$ cat src/design/tpt_pkg.sv
// ----------------------------------------------------------------------------
// tpt_pkg
// Shared constants, event codes and controller/datapath handshake types for
// the touch point tracker.
// ----------------------------------------------------------------------------
package tpt_pkg;

  // Table and frame sizes
  localparam int MAX_POINTS = 2;
  localparam int IN_POINTS  = 2;
  localparam int WORK_SIZE  = MAX_POINTS + IN_POINTS;
  localparam int PT_LIMIT   = (MAX_POINTS < IN_POINTS) ? MAX_POINTS : IN_POINTS;

  // Field widths
  localparam int COORD_W = 11;
  localparam int ID_W    = 16;
  localparam int TIME_W  = 32;
  localparam int NPTS_W  = 2;
  localparam int CNT_W   = $clog2(MAX_POINTS + 1);
  localparam int WCNT_W  = $clog2(WORK_SIZE + 1);
  localparam int WIDX_W  = $clog2(WORK_SIZE);
  localparam int IDX_W   = 1;

  localparam logic [COORD_W-1:0] RADIUS_RESET = COORD_W'(8);

  // Event codes on the result channel
  typedef enum logic [1:0] {
    EV_DOWN    = 2'd0,
    EV_MOVE    = 2'd1,
    EV_RELEASE = 2'd2
  } ev_kind_t;

  // Controller to datapath commands
  typedef struct packed {
    logic             load;
    logic             pt_step;
    logic             rel_step;
    logic             finish;
    logic [IDX_W-1:0] idx;
  } tpt_cmd_t;

  // Datapath to controller status
  typedef struct packed {
    logic [NPTS_W-1:0] n_pts;
    logic [CNT_W-1:0]  old_cnt;
    logic              pt_emit;
    logic              rel_emit;
    logic              can_push;
  } tpt_status_t;

endpackage

$ cat src/design/tpt_ctrl.sv
// ----------------------------------------------------------------------------
// tpt_ctrl
// Frame sequencer: accepts a frame, steps through its points, then through
// the tracked touches for releases, then commits the compacted table.
// ----------------------------------------------------------------------------
module tpt_ctrl import tpt_pkg::*; (
  input  logic        clk,
  input  logic        rst_n,
  input  logic        in_valid,
  output logic        in_stall,
  input  tpt_status_t st,
  output tpt_cmd_t    cmd
);

  typedef enum logic [3:0] {
    S_IDLE  = 4'b0001,
    S_POINT = 4'b0010,
    S_REL   = 4'b0100,
    S_FIN   = 4'b1000
  } state_t;

  state_t           state_r, state_nxt;
  logic [IDX_W-1:0] idx_r, idx_nxt;

  // Next-state and command decode
  always_comb begin
    state_nxt = state_r;
    idx_nxt   = idx_r;
    cmd       = '0;
    cmd.idx   = idx_r;
    unique case (state_r)
      S_IDLE: begin
        if (in_valid) begin
          cmd.load  = 1'b1;
          state_nxt = S_POINT;
          idx_nxt   = '0;
        end
      end
      S_POINT: begin
        if (NPTS_W'(idx_r) >= st.n_pts) begin
          state_nxt = S_REL;
          idx_nxt   = '0;
        end else if (!st.pt_emit || st.can_push) begin
          cmd.pt_step = 1'b1;
          if (NPTS_W'(idx_r) == st.n_pts - NPTS_W'(1)) begin
            state_nxt = S_REL;
            idx_nxt   = '0;
          end else begin
            idx_nxt = idx_r + IDX_W'(1);
          end
        end
      end
      S_REL: begin
        if (CNT_W'(idx_r) >= st.old_cnt) begin
          state_nxt = S_FIN;
        end else if (!st.rel_emit || st.can_push) begin
          cmd.rel_step = 1'b1;
          if (CNT_W'(idx_r) == st.old_cnt - CNT_W'(1)) begin
            state_nxt = S_FIN;
          end else begin
            idx_nxt = idx_r + IDX_W'(1);
          end
        end
      end
      S_FIN: begin
        if (st.can_push) begin
          cmd.finish = 1'b1;
          state_nxt  = S_IDLE;
        end
      end
      default: begin
        state_nxt = S_IDLE;
      end
    endcase
  end

  // Hold the input side off while a frame is in work
  assign in_stall = (state_r != S_IDLE);

  always_ff @(posedge clk) begin
    if (!rst_n) begin
      state_r <= S_IDLE;
      idx_r   <= '0;
    end else begin
      state_r <= state_nxt;
      idx_r   <= idx_nxt;
    end
  end

endmodule

$ cat src/design/tpt_datapath.sv
// ----------------------------------------------------------------------------
// tpt_datapath
// Touch table, working copy for one frame, point matcher, pending event
// word and output register.
// ----------------------------------------------------------------------------
module tpt_datapath import tpt_pkg::*; (
  input  logic               clk,
  input  logic               rst_n,
  // configuration
  input  logic               cfg_we,
  input  logic [COORD_W-1:0] cfg_wdata,
  // frame word
  input  logic [NPTS_W-1:0]  in_point_count,
  input  logic [COORD_W-1:0] in_first_x,
  input  logic [COORD_W-1:0] in_first_y,
  input  logic [COORD_W-1:0] in_second_x,
  input  logic [COORD_W-1:0] in_second_y,
  input  logic [TIME_W-1:0]  in_frame_time,
  // controller link
  input  tpt_cmd_t           cmd,
  output tpt_status_t        st,
  // event word
  output logic               out_valid,
  input  logic               out_stall,
  output logic [1:0]         out_event_kind,
  output logic [ID_W-1:0]    out_touch_number,
  output logic [COORD_W-1:0] out_pos_x,
  output logic [COORD_W-1:0] out_pos_y,
  output logic [TIME_W-1:0]  out_start_time,
  output logic               out_last_event
);

  // Configuration and persistent table
  logic [COORD_W-1:0] radius_r;
  logic [CNT_W-1:0]   tracked_r, tracked_nxt;
  logic [ID_W-1:0]    next_id_r;
  logic [COORD_W-1:0] slot_x_r  [MAX_POINTS];
  logic [COORD_W-1:0] slot_y_r  [MAX_POINTS];
  logic [ID_W-1:0]    slot_id_r [MAX_POINTS];
  logic [TIME_W-1:0]  slot_st_r [MAX_POINTS];

  // Frame copy and working table
  logic [NPTS_W-1:0]  pn_r;
  logic [COORD_W-1:0] px_r [IN_POINTS];
  logic [COORD_W-1:0] py_r [IN_POINTS];
  logic [TIME_W-1:0]  now_r;
  logic [CNT_W-1:0]   old_r;
  logic [WCNT_W-1:0]  cnt_r;
  logic [COORD_W-1:0] wx_r  [WORK_SIZE];
  logic [COORD_W-1:0] wy_r  [WORK_SIZE];
  logic [ID_W-1:0]    wid_r [WORK_SIZE];
  logic [TIME_W-1:0]  wst_r [WORK_SIZE];
  logic [WORK_SIZE-1:0] seen_r;

  // Pending and output words
  logic               pend_valid_r, pend_valid_nxt;
  ev_kind_t           pend_kind_r;
  logic [ID_W-1:0]    pend_id_r;
  logic [COORD_W-1:0] pend_x_r, pend_y_r;
  logic [TIME_W-1:0]  pend_st_r;
  logic               out_valid_r, out_valid_nxt;
  ev_kind_t           out_kind_r;
  logic [ID_W-1:0]    out_id_r;
  logic [COORD_W-1:0] out_x_r, out_y_r;
  logic [TIME_W-1:0]  out_st_r;
  logic               out_last_r;

  // Matcher and event selection
  logic [COORD_W-1:0] cur_x, cur_y;
  logic               match, moved, pt_new;
  logic [WIDX_W-1:0]  mj, rel_ix, new_ix;
  logic               rel_emit;
  logic               push_ev, to_out, out_free, can_push;
  ev_kind_t           ev_kind;
  logic [ID_W-1:0]    ev_id;
  logic [COORD_W-1:0] ev_x, ev_y;
  logic [TIME_W-1:0]  ev_st;
  logic [NPTS_W-1:0]  pn_sat;

  // Compaction
  logic [WORK_SIZE-1:0] keep;
  logic [WCNT_W-1:0]    nk;
  logic [WIDX_W-1:0]    sel0, sel1;

  function automatic logic near_f(input logic [COORD_W-1:0] a,
                                  input logic [COORD_W-1:0] b,
                                  input logic [COORD_W-1:0] r);
    logic [COORD_W-1:0] d;
    d = (a >= b) ? (a - b) : (b - a);
    return d <= r;
  endfunction

  // Saturate the point count
  assign pn_sat = (in_point_count > NPTS_W'(PT_LIMIT)) ? NPTS_W'(PT_LIMIT)
                                                       : in_point_count;

  // Current point and first matching touch tracked before this frame
  assign cur_x = px_r[cmd.idx];
  assign cur_y = py_r[cmd.idx];

  always_comb begin
    match = 1'b0;
    mj    = '0;
    for (int j = 0; j < MAX_POINTS; j++) begin
      if (!match && (CNT_W'(j) < old_r) && near_f(cur_x, wx_r[j], radius_r)
          && near_f(cur_y, wy_r[j], radius_r)) begin
        match = 1'b1;
        mj    = WIDX_W'(j);
      end
    end
  end

  assign moved  = (cur_x != wx_r[mj]) || (cur_y != wy_r[mj]);
  assign pt_new = cmd.pt_step && !match;
  assign new_ix = cnt_r[WIDX_W-1:0];
  assign rel_ix = WIDX_W'(cmd.idx);
  assign rel_emit = !seen_r[rel_ix];

  // Pick the event word of this step
  always_comb begin
    if (cmd.rel_step) begin
      ev_kind = EV_RELEASE;
      ev_id   = wid_r[rel_ix];
      ev_x    = wx_r[rel_ix];
      ev_y    = wy_r[rel_ix];
      ev_st   = wst_r[rel_ix];
    end else if (match) begin
      ev_kind = EV_MOVE;
      ev_id   = wid_r[mj];
      ev_x    = cur_x;
      ev_y    = cur_y;
      ev_st   = wst_r[mj];
    end else begin
      ev_kind = EV_DOWN;
      ev_id   = next_id_r;
      ev_x    = cur_x;
      ev_y    = cur_y;
      ev_st   = now_r;
    end
  end

  // Pending word moves on when a newer word arrives or the frame ends
  assign out_free = !out_valid_r || !out_stall;
  assign can_push = !pend_valid_r || out_free;
  assign push_ev  = (cmd.pt_step && (!match || moved)) || (cmd.rel_step && rel_emit);
  assign to_out   = pend_valid_r && (push_ev || cmd.finish);

  always_comb begin
    pend_valid_nxt = pend_valid_r;
    if (push_ev) begin
      pend_valid_nxt = 1'b1;
    end else if (cmd.finish) begin
      pend_valid_nxt = 1'b0;
    end
    out_valid_nxt = out_valid_r;
    if (to_out) begin
      out_valid_nxt = 1'b1;
    end else if (out_valid_r && !out_stall) begin
      out_valid_nxt = 1'b0;
    end
  end

  // Survivors: matched old touches, then new ones, in table order
  always_comb begin
    nk   = '0;
    sel0 = '0;
    sel1 = '0;
    for (int i = 0; i < WORK_SIZE; i++) begin
      keep[i] = (WCNT_W'(i) < cnt_r)
                && ((WCNT_W'(i) >= WCNT_W'(old_r)) || seen_r[i]);
      if (keep[i]) begin
        if (nk == WCNT_W'(0)) begin
          sel0 = WIDX_W'(i);
        end else if (nk == WCNT_W'(1)) begin
          sel1 = WIDX_W'(i);
        end
        nk = nk + WCNT_W'(1);
      end
    end
    tracked_nxt = (nk > WCNT_W'(MAX_POINTS)) ? CNT_W'(MAX_POINTS) : CNT_W'(nk);
  end

  // Control registers
  always_ff @(posedge clk) begin
    if (!rst_n) begin
      radius_r     <= RADIUS_RESET;
      tracked_r    <= '0;
      next_id_r    <= '0;
      pend_valid_r <= 1'b0;
      out_valid_r  <= 1'b0;
    end else begin
      if (cfg_we) begin
        radius_r <= cfg_wdata;
      end
      if (pt_new) begin
        next_id_r <= next_id_r + ID_W'(1);
      end
      if (cmd.finish) begin
        tracked_r <= tracked_nxt;
      end
      pend_valid_r <= pend_valid_nxt;
      out_valid_r  <= out_valid_nxt;
    end
  end

  // Table and word registers
  always_ff @(posedge clk) begin
    // load the frame and copy the table
    if (cmd.load) begin
      pn_r    <= pn_sat;
      px_r[0] <= in_first_x;
      py_r[0] <= in_first_y;
      px_r[1] <= in_second_x;
      py_r[1] <= in_second_y;
      now_r   <= in_frame_time;
      old_r   <= tracked_r;
      cnt_r   <= WCNT_W'(tracked_r);
      seen_r  <= '0;
      for (int i = 0; i < MAX_POINTS; i++) begin
        wx_r[i]  <= slot_x_r[i];
        wy_r[i]  <= slot_y_r[i];
        wid_r[i] <= slot_id_r[i];
        wst_r[i] <= slot_st_r[i];
      end
    end
    // update a matched touch or open a new one
    if (cmd.pt_step) begin
      if (match) begin
        seen_r[mj] <= 1'b1;
        wx_r[mj]   <= cur_x;
        wy_r[mj]   <= cur_y;
      end else begin
        wx_r[new_ix]  <= cur_x;
        wy_r[new_ix]  <= cur_y;
        wid_r[new_ix] <= next_id_r;
        wst_r[new_ix] <= now_r;
        cnt_r         <= cnt_r + WCNT_W'(1);
      end
    end
    // write back the compacted table
    if (cmd.finish) begin
      if (nk >= WCNT_W'(1)) begin
        slot_x_r[0]  <= wx_r[sel0];
        slot_y_r[0]  <= wy_r[sel0];
        slot_id_r[0] <= wid_r[sel0];
        slot_st_r[0] <= wst_r[sel0];
      end
      if (nk >= WCNT_W'(2)) begin
        slot_x_r[1]  <= wx_r[sel1];
        slot_y_r[1]  <= wy_r[sel1];
        slot_id_r[1] <= wid_r[sel1];
        slot_st_r[1] <= wst_r[sel1];
      end
    end
    if (push_ev) begin
      pend_kind_r <= ev_kind;
      pend_id_r   <= ev_id;
      pend_x_r    <= ev_x;
      pend_y_r    <= ev_y;
      pend_st_r   <= ev_st;
    end
    if (to_out) begin
      out_kind_r <= pend_kind_r;
      out_id_r   <= pend_id_r;
      out_x_r    <= pend_x_r;
      out_y_r    <= pend_y_r;
      out_st_r   <= pend_st_r;
      out_last_r <= cmd.finish;
    end
  end

  // Status back to the controller
  assign st.n_pts    = pn_r;
  assign st.old_cnt  = old_r;
  assign st.pt_emit  = !match || moved;
  assign st.rel_emit = rel_emit;
  assign st.can_push = can_push;

  assign out_valid        = out_valid_r;
  assign out_event_kind   = out_kind_r;
  assign out_touch_number = out_id_r;
  assign out_pos_x        = out_x_r;
  assign out_pos_y        = out_y_r;
  assign out_start_time   = out_st_r;
  assign out_last_event   = out_last_r;

endmodule

$ cat src/design/touch_point_tracker_unit.sv
// A frame is accepted in the idle state, then steps through its points and
// the touches held before it (each pass made even when empty), then commits
// the table; an output stall can hold any step. A frame is taken only after
// the last commit. Event words pass a pending register, then the output register.
// Reset (synchronous, rst_n low): empty table, ident counter zero, radius 8.
// ----------------------------------------------------------------------------
// touch_point_tracker_unit
// Two-touch panel tracker: matches frame points to tracked touches and
// emits touch-down, move and release event words.
// ----------------------------------------------------------------------------
module touch_point_tracker_unit import tpt_pkg::*; (
  input  logic               clk,
  input  logic               rst_n,
  input  logic               cfg_we,
  input  logic [COORD_W-1:0] cfg_wdata,
  input  logic               in_valid,
  output logic               in_stall,
  input  logic [NPTS_W-1:0]  in_point_count,
  input  logic [COORD_W-1:0] in_first_x,
  input  logic [COORD_W-1:0] in_first_y,
  input  logic [COORD_W-1:0] in_second_x,
  input  logic [COORD_W-1:0] in_second_y,
  input  logic [TIME_W-1:0]  in_frame_time,
  output logic               out_valid,
  input  logic               out_stall,
  output logic [1:0]         out_event_kind,
  output logic [ID_W-1:0]    out_touch_number,
  output logic [COORD_W-1:0] out_pos_x,
  output logic [COORD_W-1:0] out_pos_y,
  output logic [TIME_W-1:0]  out_start_time,
  output logic               out_last_event
);

  tpt_cmd_t    cmd;
  tpt_status_t st;

  // Frame sequencer
  tpt_ctrl u_ctrl (
    .clk      (clk),
    .rst_n    (rst_n),
    .in_valid (in_valid),
    .in_stall (in_stall),
    .st       (st),
    .cmd      (cmd)
  );

  // Table, matcher and event words
  tpt_datapath u_dp (
    .clk              (clk),
    .rst_n            (rst_n),
    .cfg_we           (cfg_we),
    .cfg_wdata        (cfg_wdata),
    .in_point_count   (in_point_count),
    .in_first_x       (in_first_x),
    .in_first_y       (in_first_y),
    .in_second_x      (in_second_x),
    .in_second_y      (in_second_y),
    .in_frame_time    (in_frame_time),
    .cmd              (cmd),
    .st               (st),
    .out_valid        (out_valid),
    .out_stall        (out_stall),
    .out_event_kind   (out_event_kind),
    .out_touch_number (out_touch_number),
    .out_pos_x        (out_pos_x),
    .out_pos_y        (out_pos_y),
    .out_start_time   (out_start_time),
    .out_last_event   (out_last_event)
  );

endmodule

$ cat config.mk
export PLATFORM = sky130hd
export DESIGN_NAME = touch_point_tracker_unit
export DESIGN_NICKNAME = d
export VERILOG_FILES = /design/src/design/tpt_pkg.sv /design/src/design/tpt_ctrl.sv /design/src/design/tpt_datapath.sv /design/src/design/touch_point_tracker_unit.sv
export SDC_FILE = /design/constraint.sdc
export NUM_CORES = 1
export LEC_CHECK = 0
export BUFFER_PORTS_ARGS = -buffer_cell sky130_fd_sc_hd__clkbuf_2
export CORE_ASPECT_RATIO = 1.2
export CORE_MARGIN = 2
export CORE_UTILIZATION = 60
export CTS_CLUSTER_DIAMETER = 120
export DETAILED_ROUTE_END_ITERATION = 6
export PLACE_DENSITY = 0.78
export SLEW_MARGIN = 25
export SYNTH_ARGS = -nofsm -noshare
export SYNTH_HDL_FRONTEND = slang
export SYNTH_SLANG_ARGS = --single-unit
$ cat constraint.sdc
create_clock -name clk -period 30.8 [get_ports clk]
set_clock_uncertainty 0.2 [all_clocks]
set_input_delay 4.62 -clock clk [delete_from_list [all_inputs] [get_ports clk]]
set_output_delay 4.62 -clock clk [all_outputs]
set_load 0.005 [all_outputs]
=== Word-level counts from Yosys, hierarchy flattened ===
Memory sizes are Yosys's and may differ from the RTL's. A register that Yosys moved wholly into a read port is not among the register bits.
Cells that the tools add are included.
W data, S select, Z words.

* Add/subtract/negate cells: 16
* $lt $le $gt $ge: 26
* Reduce and logical (&&, ||, !) cells: 46
* Divide/modulo/power cells: 0
* Bitwise logic cells: 1
* Multiplexer cells: 119
* Shift operators: 0
* Multiply operators: 0
* Eq/ne operators: 21

{| class="wikitable"
|+ Operators with widths
! kind !! count
|-
| $mux W11 || 10
|-
| $mux W32 || 3
|-
| $sub A11 B11 Y11 || 8
|-
| $mux W2 || 28
|-
| $mux W1 || 55
|-
| $mux W16 || 3
|-
| $ge A11 B11 Y1 || 4
|-
| $le A11 B11 Y1 || 4
|-
| $mux W4 || 11
|-
| $reduce_or A11 Y1 || 4
|-
| $reduce_or A32 Y1 || 1
|-
| $ne A11 B11 Y1 || 2
|-
| $mux W3 || 6
|-
| $add A16 B1 Y16 const B || 1
|-
| $pmux W4 S4 || 1
|-
| $reduce_or A16 Y1 || 1
|-
| $logic_and A1 B1 Y1 || 14
|-
| $ne A3 B1 Y1 const B || 4
|-
| $reduce_and A6 Y1 || 2
|-
| $logic_or A1 B1 Y1 || 11
|-
| $add A3 B1 Y3 const B || 3
|-
| $logic_not A3 Y1 || 3
|-
| $logic_not A1 Y1 || 7
|-
| $eq A3 B1 Y1 const B || 2
|-
| other kinds (29) || 41
|}

* Memory bits (read-only): 0
* Flip-flop bits (word level): 224
* Bits in writable memories: 464
* Memories: 10
* Word-level logic and storage cells: 262
* Bits in latches: 0
* Input port bits: 94
* Output and inout bits: 75

{| class="wikitable"
|+ Memory list
! memory !! depth !! bits a word !! read ports !! clocked after Yosys merged registers in !! write ports !! RTL line !! RTL
|-
| u_dp.wst_r || 4 || 32 || 4 || 1 || 2 || tpt_datapath.sv:52 || <nowiki>logic [TIME_W-1:0] wst_r [WORK_SIZE];</nowiki>
|-
| u_dp.slot_st_r || 2 || 32 || 2 || 0 || 2 || tpt_datapath.sv:40 || <nowiki>logic [TIME_W-1:0] slot_st_r [MAX_POINTS];</nowiki>
|-
| u_dp.wid_r || 4 || 16 || 4 || 1 || 2 || tpt_datapath.sv:51 || <nowiki>logic [ID_W-1:0] wid_r [WORK_SIZE];</nowiki>
|-
| u_dp.wx_r || 4 || 11 || 6 || 1 || 2 || tpt_datapath.sv:49 || <nowiki>logic [COORD_W-1:0] wx_r [WORK_SIZE];</nowiki>
|-
| u_dp.wy_r || 4 || 11 || 6 || 1 || 2 || tpt_datapath.sv:50 || <nowiki>logic [COORD_W-1:0] wy_r [WORK_SIZE];</nowiki>
|-
| u_dp.slot_id_r || 2 || 16 || 2 || 0 || 2 || tpt_datapath.sv:39 || <nowiki>logic [ID_W-1:0] slot_id_r [MAX_POINTS];</nowiki>
|-
| 4 more memories || n/a || n/a || n/a || n/a || n/a || n/a ||
|}

=== Logic depth before layout (Yosys ltp) ===
An unclocked memory read counts as a cell.

* Depth after elaboration: 26
* Mapped depth: 33
* Depth with buffers taken out: 26

=== Modules after synthesis ===
A second synthesis with hierarchy kept.

* Cells, all modules: 2370
* Area, all modules: 34327.9 um2

{| class="wikitable"
|+ Modules (own cells, without submodules)
! module !! seq. area each (um2) !! area each (um2) !! cells an instance !! instances
|-
| tpt_datapath || 20089.3 || 33824.9 || 2310 || 1
|-
| tpt_ctrl || 100.1 || 503.0 || 60 || 1
|}

=== Least setup slack after synthesis ===
Ideal clock, no wire load.

* Path type: reg2reg
* From: reg (tool-made name)
* To: reg u_dp.out_kind_r[0], in the netlist u_dp.out_event_kind[0] (enable)
* Data required time: 30163 ps
* Buffers on the path: 5
* Setup time: 437 ps
* Clock period less this slack: 12409 ps
* Arrival time: 11772 ps
* Setup slack: 18391 ps
* Cell stages (with the launch flop): 31
* Cells stage by stage: dfxtp_1 > clkbuf_1 > buf_2 > buf_2 > mux2_2 > inv_1 > ha_1 > inv_1 > o21bai_1 > a21o_1 > a21o_1 > a21oi_1 > o21ai_0 > a311oi_1 > clkbuf_1 > mux2i_1 > o221ai_1 > xor2_1 > ha_1 > nand3_1 > or4_1 > a21oi_1 > o32ai_2 > a21oi_4 > buf_6 > nor3_1 > o32ai_1 > and4bb_2 > and3_1 > o22ai_1 > o21a_1

{| class="wikitable"
|+ RTL lines
! element !! RTL line !! RTL
|-
| end signal: assignment || tpt_datapath.sv:263 || <nowiki>out_kind_r <= pend_kind_r;</nowiki>
|-
| end: declaration || tpt_datapath.sv:62 || <nowiki>ev_kind_t out_kind_r;</nowiki>
|}

==> impl_metrics.xml <==
<?xml version="1.0" encoding="UTF-8"?>
<metrics>
  <group name="clock_network">
    <metric name="cts_buffers" unit="">69</metric>
    <metric name="cts_max_level" unit="">3</metric>
    <metric name="latest_clock_arrival_within_the_worst_skew_pair" unit="ns">0.61</metric>
    <metric name="ctsLongestPathBuffers" unit="">3</metric>
    <metric name="cts-resized-gates" unit="">0</metric>
    <metric name="hold_buffers_post_cts" unit="">0</metric>
    <metric name="cts_root_buf" unit="">sky130_fd_sc_hd__clkbuf_16</metric>
    <metric name="cts.sink_count" unit="">688</metric>
    <metric name="tritoncts" unit="">built</metric>
    <metric name="cts.reportedPaths.clkPinSlew" unit="ns">0.07</metric>
    <metric name="post_cts_setup_inserts" unit="">0</metric>
  </group>
  <group name="pwr">
    <metric name="p_switching" unit="uW">654</metric>
    <metric name="power_frac_clock" unit="">0.366</metric>
    <metric name="combPwrFrac" unit="">0.174</metric>
    <metric name="seq_power_share" unit="">0.460</metric>
    <metric name="power.density_cell_area" unit="nW/um2">62.3</metric>
    <metric name="internal-power" unit="uW">1720</metric>
    <metric name="netSwitchingFraction" unit="">0.276</metric>
    <metric name="leakage" unit="uW">0.0140</metric>
    <metric name="vdd_ir_drop_max" unit="V">0.0000438</metric>
  </group>
  <group name="global_route">
    <metric name="grt_max_degree" unit="">87</metric>
    <metric name="gr-total-overflow" unit="">0</metric>
    <metric name="grt_antenna_before_repair" unit="">1</metric>
    <metric name="grt_util_all_layers" unit="">0.312</metric>
    <metric name="grt_first_pass_wirelength" unit="um">140000</metric>
    <metric name="via_count_of_the_first_global_routing_pass" unit="">23900</metric>
  </group>
  <group name="timing">
    <metric name="final-hold-violation-count" unit="">0</metric>
    <metric name="worst-slew-pin-transition" unit="ns">1.08</metric>
    <metric name="finalSetupViolCount" unit="">0</metric>
    <metric name="peak_clock_frequency_supported_by_timing" unit="MHz">99.0</metric>
    <metric name="fin_crit_sh" unit="">0.328</metric>
    <metric name="grt_setup_unrepaired" unit="">no</metric>
    <metric name="count_of_final_max_slew_check_failures" unit="">0</metric>
    <metric name="fin_setup_tns" unit="ns">0</metric>
    <metric name="layout_min_cycle_time" unit="ns">10.10</metric>
    <metric name="timing.slew.headroom" unit="">0.280</metric>
  </group>
  <group name="logic_synthesis">
    <metric name="synth_top_family_by_area" unit="">multiplexers</metric>
    <metric name="ys.warnings.count" unit="">0</metric>
    <metric name="synth.ff_latch_count" unit="">688</metric>
    <metric name="post_synth.cell_area_avg" unit="um2">13.3</metric>
    <metric name="synth_adder_area_share" unit="">0.0582</metric>
    <metric name="async_flop_share" unit="">0</metric>
    <metric name="synth_top_area_share" unit="">0.567</metric>
    <metric name="number_of_enable_type_register_cells_in_the_synthesized_netlist" unit="">645</metric>
    <metric name="yosys.area_share.xor_xnor" unit="">0.0159</metric>
    <metric name="synth-compound-area-share" unit="">0.0972</metric>
    <metric name="synth.area.top_cells" unit="">sky130_fd_sc_hd__edfxtp_1, sky130_fd_sc_hd__ha_1, sky130_fd_sc_hd__mux2_2, sky130_fd_sc_hd__mux4_2, sky130_fd_sc_hd__dfxtp_1</metric>
    <metric name="simple_gate_fraction_of_synth_area" unit="">0.0798</metric>
    <metric name="post_synth_mux_area_share" unit="">0.126</metric>
    <metric name="synth_nets" unit="">2817</metric>
    <metric name="netlist.top_cell.by_area" unit="">sky130_fd_sc_hd__edfxtp_1</metric>
    <metric name="syn_area" unit="um2">34200</metric>
    <metric name="ys_dominant_reg_cell" unit="">sky130_fd_sc_hd__edfxtp_1</metric>
    <metric name="netlist-cell-type-count" unit="">76</metric>
    <metric name="syn_inst" unit="">2569</metric>
    <metric name="yosysSeqAreaShare" unit="">0.592</metric>
  </group>
  <group name="routing">
    <metric name="viasPerCell" unit="">6.69</metric>
    <metric name="via_count" unit="">23300</metric>
    <metric name="routedWlPerCell" unit="um">26.5</metric>
    <metric name="route.met2.wl" unit="um">46000</metric>
    <metric name="firstDrtPassIters" unit="">5</metric>
    <metric name="met3_wirelength" unit="um">7490</metric>
    <metric name="drc" unit="">0</metric>
    <metric name="wirelength" unit="um">92100</metric>
    <metric name="wl_met1" unit="um">34500</metric>
    <metric name="antenna_left" unit="">0</metric>
    <metric name="drtIter0Drc" unit="">2452</metric>
    <metric name="highest_layer" unit="">met4</metric>
  </group>
  <group name="worst_setup_path">
    <metric name="worstSetupEndpointType" unit="">register</metric>
    <metric name="path_max_fanout" unit="">40</metric>
    <metric name="worst_setup_path_start_kind" unit="">register</metric>
    <metric name="crit_arrival" unit="ns">10.14</metric>
    <metric name="setup.worst_path.class" unit="">reg -&gt; reg</metric>
    <metric name="timing.critical_path.required" unit="ns">30.84</metric>
  </group>
  <group name="layout">
    <metric name="final_layout_size_suffix_gt1_frac" unit="">0.210</metric>
    <metric name="number_of_nets_in_the_final_layout" unit="">2947</metric>
    <metric name="fillers" unit="">3854</metric>
    <metric name="area_grow_syn2layout" unit="%">11.4</metric>
    <metric name="final_core_utilization" unit="">0.678</metric>
    <metric name="layout_commonest_cell" unit="">sky130_fd_sc_hd__edfxtp_1</metric>
    <metric name="layout.area.seq" unit="um2">20200</metric>
    <metric name="antenna_cells_inserted" unit="">0</metric>
    <metric name="leading_cell_types_in_the_layout_fill_and_taps_excluded" unit="">sky130_fd_sc_hd__edfxtp_1, sky130_fd_sc_hd__nand2_1, sky130_fd_sc_hd__nor2_1, sky130_fd_sc_hd__clkbuf_2, sky130_fd_sc_hd__mux2_2</metric>
    <metric name="multi_input_comb_area" unit="um2">13100</metric>
  </group>
  <group name="run">
    <metric name="drv_cap" unit="">0</metric>
  </group>
  <group name="placed_design">
    <metric name="place.detailed.hpwl" unit="um">57200</metric>
    <metric name="port_buffer_count" unit="">168</metric>
    <metric name="globalplace.congestion" unit="">0.968</metric>
  </group>
  <group name="run_status">
    <metric name="run_status" unit="">complete, no violations</metric>
  </group>
  <group name="worst_hold_path">
    <metric name="hold_path_class" unit="">reg -&gt; reg</metric>
  </group>
  <group name="die">
    <metric name="chip_height" unit="um">265</metric>
    <metric name="effective_utilization_at_floorplan" unit="">0.609</metric>
    <metric name="ioPinCount" unit="">169</metric>
    <metric name="core.rowCount" unit="">95</metric>
    <metric name="floorplan.die_area" unit="um2">58900</metric>
    <metric name="fp.dieW" unit="um">222</metric>
    <metric name="floorplan.core_area" unit="um2">56100</metric>
  </group>
</metrics>
-- cell families after synthesis --
logic type,count (synthesis)
flip-flops,688
buffers and inverters,259
adder cells (fa/ha/maj),154
AND/OR/NAND/NOR,594
XOR/XNOR,62
multiplexers,315
AO/OA/AOI/OAI,497
-- power groups by stage --
stage / combinational, uW / sequential, uW / clock, uW
finish: 412 / 1090 / 868
detailed placement: 402 / 1110 / 0
global placement: 393 / 1110 / 0
floorplan: 277 / 1100 / 0
CTS: 405 / 1090 / 875
global route: 445 / 1090 / 909
-- critical path, cell delays in order (launching register included) --
cell and delay, ns:
sky130_fd_sc_hd__dfxtp_1 0.32, sky130_fd_sc_hd__buf_4 0.36, sky130_fd_sc_hd__mux2_2 0.53, sky130_fd_sc_hd__inv_1 0.22, sky130_fd_sc_hd__ha_1 0.29, sky130_fd_sc_hd__a21oi_1 0.17, sky130_fd_sc_hd__o21bai_1 0.10, sky130_fd_sc_hd__a21o_1 0.18
sky130_fd_sc_hd__a21o_1 0.18, sky130_fd_sc_hd__a21oi_1 0.15, sky130_fd_sc_hd__o21ai_0 0.17, sky130_fd_sc_hd__a311oi_4 0.84, sky130_fd_sc_hd__mux2i_1 0.36, sky130_fd_sc_hd__o221ai_1 0.17, sky130_fd_sc_hd__xor2_1 0.17, sky130_fd_sc_hd__ha_1 0.31
sky130_fd_sc_hd__nand3_1 0.10, sky130_fd_sc_hd__or4_1 0.52, sky130_fd_sc_hd__a21oi_1 0.26, sky130_fd_sc_hd__o32ai_2 0.24, sky130_fd_sc_hd__a21oi_4 0.79, sky130_fd_sc_hd__mux2_2 0.42, sky130_fd_sc_hd__a22oi_1 0.21, sky130_fd_sc_hd__and4bb_2 0.34
sky130_fd_sc_hd__a31oi_4 0.38, sky130_fd_sc_hd__nor3b_2 0.90, sky130_fd_sc_hd__buf_4 0.71
-- area by class of cell --
cell class,instances,share of cell area
flip-flops and latches,688,0.532
multi-input cells,1622,0.344
clock buffers,86,0.0493
repair buffers,194,0.0280
well taps,727,0.0239
inverters,124,0.0123
clock inverters,40,0.0114
-- synthesized netlist by cell type (27+ instances only) --
master                     count
sky130_fd_sc_hd__a21o_1       45
sky130_fd_sc_hd__clkbuf_1    102
sky130_fd_sc_hd__a21oi_1     117
sky130_fd_sc_hd__a211oi_1     79
sky130_fd_sc_hd__nand2_1     203
sky130_fd_sc_hd__o21ai_0      27
sky130_fd_sc_hd__mux4_2       70
sky130_fd_sc_hd__xnor2_1      53
sky130_fd_sc_hd__inv_1       122
sky130_fd_sc_hd__o22ai_1      52
sky130_fd_sc_hd__mux2i_1      70
sky130_fd_sc_hd__a31oi_1      75
sky130_fd_sc_hd__and2_1       53
sky130_fd_sc_hd__mux2_2      148
sky130_fd_sc_hd__edfxtp_1    645
sky130_fd_sc_hd__nand3_1      35
sky130_fd_sc_hd__ha_1        146
sky130_fd_sc_hd__dfxtp_1      43
sky130_fd_sc_hd__nor2_1      198
-- flip-flops by register name (all words and copies together) (netlist names), 32 cells and up, named ones only --
| register | cells |
|---|---|
| u_dp.slot_st_r | 64 |
| u_dp.wst_r | 128 |
| u_dp.wx_r | 44 |
| u_dp.wid_r | 64 |
| u_dp.wy_r | 44 |
| u_dp.out_start_time | 32 |
| u_dp.pend_st_r | 32 |
| u_dp.now_r | 32 |
| u_dp.slot_id_r | 32 |
-- per-layer routing --
layer / up-vias / global-route usage
met2: 1402 / 0.532
met3: 268 / 0.0443
met4: 0 / 0.157
li1: 9998 / -
met5: - / 0
met1: 11600 / 0.394
-- per-stage QoR --
step / std cells / hold slack (ns) / worst slack, ns / total power, uW / instance area [um2]
5_1_grt: 3481 / 0.227 / 20.17 / 2450 / 38100
3_3_place_gp: 3354 / 0.201 / 20.72 / 1500 / 35700
4_1_cts: 3480 / 0.219 / 20.70 / 2370 / 38000
6_report: 3481 / 0.218 / 20.70 / 2370 / 38100
3_5_place_dp: 3354 / 0.205 / 20.74 / 1510 / 35700
2_1_floorplan: 2569 / 0.200 / 18.39 / 1380 / 34200
-- worst paths after layout --
kind	start	to	slack [ns]	cells past startpoint
setup / recovery	register	u_dp.wst_r[3][22]	20.70	26
hold / removal	u_dp.pend_st_r[3]	u_dp.out_start_time[3]	0.22	0
setup reg to reg	register	u_dp.wst_r[3][22]	20.70	26
hold reg to reg	u_dp.pend_st_r[3]	u_dp.out_start_time[3]	0.22	0
Note: power is estimated with default switching activity, not from simulation.
